<file path="config.mk">
export PLATFORM = sky130hd
export DESIGN_NAME = depth_run_segmenter
export DESIGN_NICKNAME = d
export VERILOG_FILES = /design/src/rtl/drs_pkg.sv /design/src/rtl/drs_dp.sv /design/src/rtl/drs_ctrl.sv /design/src/rtl/depth_run_segmenter.sv
export SDC_FILE = /design/constraint.sdc
export NUM_CORES = 1
export LEC_CHECK = 0
export ABC_AREA = 1
export BUFFER_PORTS_ARGS = -buffer_cell sky130_fd_sc_hd__buf_2
export CAP_MARGIN = 15
export CORE_MARGIN = 8
export CORE_UTILIZATION = 35
export CTS_BUF_LIST = sky130_fd_sc_hd__clkbuf_16
export CTS_CLUSTER_DIAMETER = 50
export CTS_CLUSTER_SIZE = 14
export DETAILED_ROUTE_END_ITERATION = 10
export GPL_TIMING_DRIVEN = 0
export PLACE_DENSITY_LB_ADDON = 0.3
export SYNTH_ARGS = -nofsm -noshare
export SYNTH_HDL_FRONTEND = slang
export SYNTH_SLANG_ARGS = --single-unit
</file>
<file path="constraint.sdc">
create_clock -name clk -period 4.5 [get_ports clk]
set_clock_uncertainty 0.1 [all_clocks]
set_input_delay 0.9 -clock clk [delete_from_list [all_inputs] [get_ports clk]]
set_output_delay 0.9 -clock clk [all_outputs]
set_load 0.02 [all_outputs]
</file>
<file path="src/rtl/drs_pkg.sv">
// drs_pkg: shared types and constants of the depth run segmenter
// used by drs_ctrl, drs_dp and depth_run_segmenter; no dependencies
`timescale 1ns / 1ps
`default_nettype none

package drs_pkg;

	localparam int unsigned IDX_W  = 6;
	localparam int unsigned MEAN_W = 16;
	localparam int unsigned CFG_W  = 16;

	localparam logic [CFG_W-1:0] MAX_DEV_RESET = CFG_W'(16);

	// controller to datapath
	typedef struct packed {
		logic accept;     // input transfer: update run state, load divider if needed
		logic load_pend;  // load divider with the one-sample run held back
		logic div_step;   // one quotient bit
		logic out_load;   // move finished result into output register
	} drs_cmd_t;

	// datapath to controller
	typedef struct packed {
		logic emit_first; // current input closes a run
		logic pend;       // a second result waits for the divider
		logic div_done;
	} drs_status_t;

endpackage

`default_nettype wire

</file>
<file path="src/rtl/drs_dp.sv">
// drs_dp: run state, band test, serial divider and output register
// depends on drs_pkg; driven by drs_ctrl through drs_cmd_t
`timescale 1ns / 1ps
`default_nettype none

module drs_dp #(
	parameter int unsigned SCAN_WIDTH = 64,
	parameter int unsigned DEPTH_BITS = 16
) (
	input  wire logic                       clk,
	input  wire logic                       arst_n,
	input  wire logic [DEPTH_BITS-1:0]      depth,
	input  wire logic                       scan_end,
	input  wire logic                       cfg_valid,
	output logic                            cfg_ready,
	input  wire logic [drs_pkg::CFG_W-1:0]  max_deviation,
	input  wire drs_pkg::drs_cmd_t          cmd,
	output drs_pkg::drs_status_t            status,
	output logic [drs_pkg::IDX_W-1:0]       start_index,
	output logic [drs_pkg::IDX_W-1:0]       end_index,
	output logic [drs_pkg::MEAN_W-1:0]      mean_depth,
	output logic                            last_cluster
);
	import drs_pkg::*;

	localparam int unsigned POS_W  = $clog2(SCAN_WIDTH);
	localparam int unsigned CNT_W  = $clog2(SCAN_WIDTH + 1);
	localparam int unsigned SUM_W  = DEPTH_BITS + CNT_W;
	localparam int unsigned BAND_W = ((DEPTH_BITS > CFG_W) ? DEPTH_BITS : CFG_W) + 1;
	localparam int unsigned STEP_W = $clog2(SUM_W + 1);
	localparam logic [POS_W-1:0] LAST_POS = POS_W'(SCAN_WIDTH - 1);

	logic [CFG_W-1:0]      max_dev_q;
	logic [DEPTH_BITS-1:0] anchor_q;
	logic [SUM_W-1:0]      sum_q;
	logic [CNT_W-1:0]      count_q;
	logic [POS_W-1:0]      start_q;
	logic [POS_W-1:0]      pos_q;

	logic                  pend_q;
	logic [DEPTH_BITS-1:0] pend_depth_q;
	logic [POS_W-1:0]      pend_pos_q;

	// divider and the result fields that travel with it
	logic [SUM_W-1:0]      quo_q;
	logic [CNT_W-1:0]      rem_q;
	logic [CNT_W-1:0]      divisor_q;
	logic [STEP_W-1:0]     step_q;
	logic [POS_W-1:0]      em_start_q;
	logic [POS_W-1:0]      em_end_q;
	logic                  em_last_q;

	logic [IDX_W-1:0]      out_start_q;
	logic [IDX_W-1:0]      out_end_q;
	logic [MEAN_W-1:0]     out_mean_q;
	logic                  out_last_q;

	logic                  end_flag;
	logic                  no_run;
	logic                  dev;
	logic [BAND_W-1:0]     ax;
	logic [BAND_W-1:0]     dx;
	logic [BAND_W-1:0]     md;
	logic [SUM_W-1:0]      d_ext;
	logic [SUM_W-1:0]      op_sum;
	logic [CNT_W-1:0]      op_cnt;
	logic [POS_W-1:0]      op_start;
	logic [POS_W-1:0]      op_end;

	logic [CNT_W:0]        partial;
	logic [CNT_W+1:0]      trial;
	logic                  ge;

	logic [POS_W+IDX_W-1:0] start_ext;
	logic [POS_W+IDX_W-1:0] end_ext;
	logic [SUM_W+MEAN_W-1:0] quo_ext;

	assign cfg_ready = 1'b1;

	assign end_flag = scan_end || (pos_q == LAST_POS);
	assign no_run   = (count_q == '0);
	assign ax       = BAND_W'(anchor_q);
	assign dx       = BAND_W'(depth);
	assign md       = BAND_W'(max_dev_q);
	assign dev      = !no_run && ((dx > ax + md) || (ax > dx + md));
	assign d_ext    = SUM_W'(depth);

	// operands of the first result of this input
	always_comb begin
		if (dev) begin
			op_sum   = sum_q;
			op_cnt   = count_q;
			op_start = start_q;
			op_end   = pos_q - POS_W'(1);
		end else if (no_run) begin
			op_sum   = d_ext;
			op_cnt   = CNT_W'(1);
			op_start = pos_q;
			op_end   = pos_q;
		end else begin
			op_sum   = sum_q + d_ext;
			op_cnt   = count_q + CNT_W'(1);
			op_start = start_q;
			op_end   = pos_q;
		end
	end

	assign partial = {rem_q, quo_q[SUM_W-1]};
	assign trial   = {1'b0, partial} - {2'b00, divisor_q};
	assign ge      = !trial[CNT_W+1];

	assign status.emit_first = dev || end_flag;
	assign status.pend       = pend_q;
	assign status.div_done   = (step_q == '0);

	always_ff @(posedge clk or negedge arst_n) begin
		if (!arst_n) begin
			max_dev_q <= MAX_DEV_RESET;
			anchor_q  <= '0;
			sum_q     <= '0;
			count_q   <= '0;
			start_q   <= '0;
			pos_q     <= '0;
			pend_q    <= 1'b0;
			step_q    <= '0;
		end else begin
			if (cfg_valid) begin
				max_dev_q <= max_deviation;
			end
			if (cmd.accept) begin
				pend_q <= dev && end_flag;
				if (end_flag) begin
					anchor_q <= '0;
					sum_q    <= '0;
					count_q  <= '0;
					start_q  <= '0;
					pos_q    <= '0;
				end else begin
					if (no_run || dev) begin
						anchor_q <= depth;
						sum_q    <= d_ext;
						count_q  <= CNT_W'(1);
						start_q  <= pos_q;
					end else begin
						sum_q   <= sum_q + d_ext;
						count_q <= count_q + CNT_W'(1);
					end
					pos_q <= pos_q + POS_W'(1);
				end
				if (dev || end_flag) begin
					step_q <= STEP_W'(SUM_W);
				end
			end else if (cmd.load_pend) begin
				pend_q <= 1'b0;
				step_q <= STEP_W'(SUM_W);
			end else if (cmd.div_step) begin
				step_q <= step_q - STEP_W'(1);
			end
		end
	end

	always_ff @(posedge clk) begin
		if (cmd.accept) begin
			pend_depth_q <= depth;
			pend_pos_q   <= pos_q;
			quo_q        <= op_sum;
			rem_q        <= '0;
			divisor_q    <= op_cnt;
			em_start_q   <= op_start;
			em_end_q     <= op_end;
			em_last_q    <= end_flag && !dev;
		end else if (cmd.load_pend) begin
			quo_q      <= SUM_W'(pend_depth_q);
			rem_q      <= '0;
			divisor_q  <= CNT_W'(1);
			em_start_q <= pend_pos_q;
			em_end_q   <= pend_pos_q;
			em_last_q  <= 1'b1;
		end else if (cmd.div_step) begin
			quo_q <= {quo_q[SUM_W-2:0], ge};
			rem_q <= ge ? trial[CNT_W-1:0] : partial[CNT_W-1:0];
		end
	end

	assign start_ext = {{IDX_W{1'b0}}, em_start_q};
	assign end_ext   = {{IDX_W{1'b0}}, em_end_q};
	assign quo_ext   = {{MEAN_W{1'b0}}, quo_q};

	always_ff @(posedge clk) begin
		if (cmd.out_load) begin
			out_start_q <= start_ext[IDX_W-1:0];
			out_end_q   <= end_ext[IDX_W-1:0];
			out_mean_q  <= quo_ext[MEAN_W-1:0];
			out_last_q  <= em_last_q;
		end
	end

	assign start_index  = out_start_q;
	assign end_index    = out_end_q;
	assign mean_depth   = out_mean_q;
	assign last_cluster = out_last_q;

endmodule

`default_nettype wire

</file>
<file path="src/rtl/drs_ctrl.sv">
// drs_ctrl: sequencing of input transfers, divider runs and result transfers
// depends on drs_pkg; commands drs_dp
`timescale 1ns / 1ps
`default_nettype none

module drs_ctrl (
	input  wire logic                 clk,
	input  wire logic                 arst_n,
	input  wire logic                 in_valid,
	output logic                      in_ready,
	output logic                      out_valid,
	input  wire logic                 out_ready,
	input  wire drs_pkg::drs_status_t status,
	output drs_pkg::drs_cmd_t         cmd
);
	import drs_pkg::*;

	typedef enum logic [2:0] {
		ST_IDLE = 3'b001,
		ST_DIV  = 3'b010,
		ST_HOLD = 3'b100
	} state_t;

	state_t state_q;
	state_t state_d;
	logic   out_valid_q;
	logic   out_free;

	assign out_free = !out_valid_q || out_ready;
	assign in_ready = (state_q == ST_IDLE);

	always_comb begin
		state_d      = state_q;
		cmd.accept    = 1'b0;
		cmd.load_pend = 1'b0;
		cmd.div_step  = 1'b0;
		cmd.out_load  = 1'b0;
		unique case (state_q)
			ST_IDLE: begin
				if (in_valid) begin
					cmd.accept = 1'b1;
					if (status.emit_first) begin
						state_d = ST_DIV;
					end
				end
			end
			ST_DIV: begin
				if (status.div_done) begin
					state_d = ST_HOLD;
				end else begin
					cmd.div_step = 1'b1;
				end
			end
			ST_HOLD: begin
				// result waits here until the output register frees up
				if (out_free) begin
					cmd.out_load = 1'b1;
					if (status.pend) begin
						cmd.load_pend = 1'b1;
						state_d       = ST_DIV;
					end else begin
						state_d = ST_IDLE;
					end
				end
			end
			default: state_d = ST_IDLE;
		endcase
	end

	always_ff @(posedge clk or negedge arst_n) begin
		if (!arst_n) begin
			state_q     <= ST_IDLE;
			out_valid_q <= 1'b0;
		end else begin
			state_q <= state_d;
			if (cmd.out_load) begin
				out_valid_q <= 1'b1;
			end else if (out_ready) begin
				out_valid_q <= 1'b0;
			end
		end
	end

	assign out_valid = out_valid_q;

	a_load_only_when_free: assert property (@(posedge clk) disable iff (!arst_n)
		cmd.out_load |-> (!out_valid_q || out_ready))
		else $error("result overwrote a pending output transfer");

	a_no_pend_in_idle: assert property (@(posedge clk) disable iff (!arst_n)
		(state_q == ST_IDLE) |-> !status.pend)
		else $error("second result left behind while idle");

	a_div_done_to_hold: assert property (@(posedge clk) disable iff (!arst_n)
		(state_q == ST_DIV && status.div_done) |=> (state_q == ST_HOLD))
		else $error("finished division not held for output");

	a_pend_restarts_div: assert property (@(posedge clk) disable iff (!arst_n)
		cmd.load_pend |=> (state_q == ST_DIV && !status.div_done))
		else $error("second result did not start the divider");

endmodule

`default_nettype wire

</file>
<file path="src/rtl/depth_run_segmenter.sv">
// depth_run_segmenter: top level, joins drs_ctrl and drs_dp
// depends on drs_pkg, drs_ctrl, drs_dp
`timescale 1ns / 1ps
`default_nettype none

// Splits the depth samples of a scan line into clusters and reports start
// index, end index and truncated mean depth of each closed cluster. An input
// that closes no cluster leaves the block ready for the next sample. Each
// result comes from a radix-2 divider that produces one quotient bit per
// cycle, and a sample that deviates at the end of a scan gives two results
// back to back. A new sample is taken once the divider has handed its result
// to the output register, even if that result has not yet been transferred.
// max_deviation may be written only while the block is idle.
module depth_run_segmenter #(
	parameter int unsigned SCAN_WIDTH = 64,
	parameter int unsigned DEPTH_BITS = 16
) (
	input  wire logic                       clk,
	input  wire logic                       arst_n,
	input  wire logic                       in_valid,
	output logic                            in_ready,
	input  wire logic [DEPTH_BITS-1:0]      depth,
	input  wire logic                       scan_end,
	output logic                            out_valid,
	input  wire logic                       out_ready,
	output logic [drs_pkg::IDX_W-1:0]       start_index,
	output logic [drs_pkg::IDX_W-1:0]       end_index,
	output logic [drs_pkg::MEAN_W-1:0]      mean_depth,
	output logic                            last_cluster,
	input  wire logic                       cfg_valid,
	output logic                            cfg_ready,
	input  wire logic [drs_pkg::CFG_W-1:0]  max_deviation
);
	import drs_pkg::*;

	drs_cmd_t    cmd;
	drs_status_t status;

	drs_ctrl u_ctrl (
		.clk       (clk),
		.arst_n    (arst_n),
		.in_valid  (in_valid),
		.in_ready  (in_ready),
		.out_valid (out_valid),
		.out_ready (out_ready),
		.status    (status),
		.cmd       (cmd)
	);

	drs_dp #(
		.SCAN_WIDTH (SCAN_WIDTH),
		.DEPTH_BITS (DEPTH_BITS)
	) u_dp (
		.clk           (clk),
		.arst_n        (arst_n),
		.depth         (depth),
		.scan_end      (scan_end),
		.cfg_valid     (cfg_valid),
		.cfg_ready     (cfg_ready),
		.max_deviation (max_deviation),
		.cmd           (cmd),
		.status        (status),
		.start_index   (start_index),
		.end_index     (end_index),
		.mean_depth    (mean_depth),
		.last_cluster  (last_cluster)
	);

endmodule

`default_nettype wire

</file>
==> out/qor.yml <==
cts_tree: "yes"
fp.dieArea_um2: 39000
die_y_um: 197
diodes: 0
combPwrFrac_pct: 51.6
final.setup.tns_ps: 0
fmax_mhz: 238
ios: 70
synth_cell_type_count: 49
synthesis.area_um2: 11500
port_buffers: 67
start_kind: "primary input"
grt_overflow: 0
grt_max_degree: 47
power.switching_mw: 4.16
grt_pass1_vias: 9241
leakage_nw: 6.14
hp-start: "u_dp.em_end_q[0]$_DFFE_PP_"
synth_compound_area_share_pct: 10.6
yosys_warnings: 0
cts_buffers: 17
synth-async-reset-ratio_pct: 45.4
synth_top_area_share_pct: 24.5
seq_power_share_pct: 30.5
fin_crit_sh_pct: 93.2
worst_ep_arrival_time_ps: 4300
cts_max_level: 4
drt_first_pass_iters: 7
synth_top_family_by_area: "simple AND/OR/NAND/NOR gates"
cts_buffer_depth: 2
ys_top_cells_by_area: "edfxtp_1, dfrtp_1, nand2_1"
cp-startpoint: "depth[0]"
vdd_drop_max_mv: 0.307
layout_min_cycle_time_ps: 4200
synthMuxAreaShare_pct: 1.56
r2r-start: "u_dp.max_dev_q[4]$_DFFE_PN1P_"
crit_family: "simple AND/OR/NAND/NOR gates"
worstSetupPathType: "primary input to flip-flop"
crit_required_ps: 4600
row_count: 66
slowest_stage: "fa_1"
endpoint_kind: "flip-flop"
clk_pin_slew_ps: 70
routedWlPerCell_um: 16.2
synth_fp_nets: 1484
die_w_um: 197
first_iter_violations: 889
holdWs_ps: 319
clk_latency_ps: 440
min_path_type: "flip-flop to flip-flop"
p_int_mw: 4.96
cp_num_buf_inv: 4
crit_top_cell: "nand2_1"
core_region_area_um2: 32500
hpwl_um: 23600
globalplace.congestion: 0.910
synth_top_area_cell: "edfxtp_1"
seq_area_frac_synth_pct: 44.0
syn_avg_cell_area_um2: 8.54
start_util_pct: 35.5
rsz0062_at_grt: "no"
vias_per_cell: 4.97
synth_edf_count: 94
final_antenna_net_count: 0
max_stage_delay_ps: 420
nets: 1572
ys.flop_type: "edfxtp_1"
fin_cells: 1892
worst_pin_slew_ps: 889
antenna_found_initial: 0
grt.total_usage_pct: 15.9
hold_viol: 0
powerDensity_nw_per_um2: 692
routed_wl_um: 30700
ys_seq_elements: 185
num_vias: 9404
outcome: "finished clean"
cp_max_fo: 10
slew-limit-headroom_pct: 40.3
synth_xor_area_share_pct: 4.41
areaGrowthSynthToFinish_pct: 14.4
synthAdderAreaFrac_pct: 10.8
cts_resized: 0
drc: 0
syn_inst: 1349
cts_setup_buffers: 0
cts_root_buf: "clkbuf_16"
layout-drive-gt1-share_pct: 13.1
final-setup-viol-count: 0
placed_cells: 1859
grt_pass1_wl_um: 48700
switching_share_pct: 45.6
synth_simple_gate_area_share_pct: 22.3
drv_slew: 0
p_clk_share_pct: 17.9
cts_sinks: 185
drv.max_cap_violation_count: 0
cts_hold_buf: 0
area by class of cell:
type | instances | area [um^2]
Clock buffer | 17 | 425
Fill cell | 3289 | 19300
Sequential cell | 185 | 5070
Tap cell | 442 | 553
Timing Repair Buffer | 69 | 393
Clock inverter | 15 | 203
Inverter | 136 | 519
Buffer | 38 | 216
Multi-Input combinational cell | 990 | 5800
placed cells by master, fill, tap and decap left out, drive strengths merged, types with 2 or more instances in the layout:
cell    netlist  layout
ha           93      93
a21o          5       5
or2           2       2
o31ai         3       3
nor2         70      70
nand4        12      12
o21bai        3       3
o21ai        88      88
dfxtp         7       7
o211ai       14      14
mux2         16      16
buf          22      89
bufinv        0       3
a31oi         7       7
dfstp         2       2
nor3         15      15
dfrtp        82      82
a21oi        76      76
nor4          4       4
clkinv        4       7
nand3b        5       5
clkbuf       16      35
o22ai        16      16
xor2         38      38
fa            4       4
nand3       103     103
edfxtp       94      94
nand2       390     390
inv         132     141
xnor2        20      20
power groups by stage:
stage	logic (mW)	clock network, mW	registers [mW]
2_1_floorplan	3.38	0	2.70
3_3_place_gp	4.51	0	2.80
3_5_place_dp	4.59	0	2.81
4_1_cts	4.62	1.67	2.78
5_1_grt	5.32	1.74	2.84
6_report	4.70	1.63	2.79
cells in the mapped netlist, types with 2 or more instances:
master / n
inv_1: 128
o22ai_1: 16
mux2_2: 16
xor2_1: 38
clkinv_1: 2
o211ai_1: 14
a21oi_2: 9
ha_1: 93
a31oi_1: 7
nand3_1: 100
o21ai_1: 19
fa_1: 4
o21bai_1: 3
buf_2: 10
nand2_1: 369
nand4_1: 12
nor3_1: 14
or2_2: 2
nor2_1: 70
edfxtp_1: 94
buf_6: 7
clkbuf_1: 16
nand2_4: 3
o21ai_0: 69
nand2_2: 18
o31ai_1: 3
dfstp_2: 2
dfrtp_1: 82
a21o_1: 5
xnor2_1: 20
a21oi_1: 67
dfxtp_1: 7
buf_1: 4
nand3b_1: 5
nand3_2: 3
inv_2: 3
nor4_1: 3
metrics by stage:
stage                     util, %  setup slack [ps]  total power [mW]  area, um^2
after floorplan                 -               177              6.08       11500
after global placement       38.2             -1760              7.32       12400
after detailed placement     38.4              -422              7.41       12400
after CTS                    40.3              70.7              9.07       13100
after global routing         40.6              6.28              9.90       13200
final                        40.6               304              9.12       13200
per-layer routing:
metal	vias up	part of all wire (%)	track usage (%)
li1	4742	-	-
met1	4411	47	20.6
met3	28	4.3	2.56
met2	223	47	26.9
met5	-	0	0
met4	0	1.6	4.57
worst reg2reg max path, delay by kind of cell, from the launching register on:
kind | cells | cell delay [ps]
XOR/XNOR | 1 | 150
flip-flops | 1 | 560
buffers and inverters | 3 | 340
adder cells (fa/ha/maj) | 2 | 570
AND/OR/NAND/NOR | 12 | 1000
AO/OA/AOI/OAI | 7 | 1190
final timing paths:
check | end | slack (ps) | depth (start not counted)
worst max-delay path | u_dp.quo_q[10]$_DFFE_PP_ | 300 | 27
worst min-delay path | u_dp.end_index[0]$_DFFE_PP_ | 320 | 0
worst max register to register | u_dp.quo_q[10]$_DFFE_PP_ | 370 | 25
worst min register to register | u_dp.end_index[0]$_DFFE_PP_ | 320 | 0
max in group asynchronous | u_ctrl.state_q[0]$_DFFE_PN1P_ | 3220 | 2
min in group asynchronous | u_dp.max_dev_q[15]$_DFFE_PN0P_ | 380 | 1
flip-flops by register name, summed over array words and instances (netlist names):
name	flops
u_dp.end_index	6
u_dp.last_cluster	1
u_dp.mean_depth	16
u_dp.start_index	6
u_dp.start_q	6
u_dp.rem_q	7
u_dp.pos_q	6
u_dp.pend_depth_q	16
u_dp.pend_q	1
u_dp.step_q	5
u_ctrl.out_valid	1
u_dp.quo_q	23
u_dp.pend_pos_q	6
u_dp.em_start_q	6
u_dp.em_end_q	6
u_dp.anchor_q	16
u_ctrl.state_q	3
u_dp.max_dev_q	16
u_dp.sum_q	23
u_dp.divisor_q	7
u_dp.count_q	7
u_dp.em_last_q	1
logic make-up (layout without fill, tap and decap cells):
group,after synthesis,count (layout)
buffers and inverters,174,275
xor gates and xnor gates,58,58
DFF,185,185
and+or+nand+nor,602,602
AOI/OAI and AO/OA,216,216
muxes,16,16
adders and majority gates,97,97
other,1,1
Note: power is estimated with default switching activity, not from simulation.
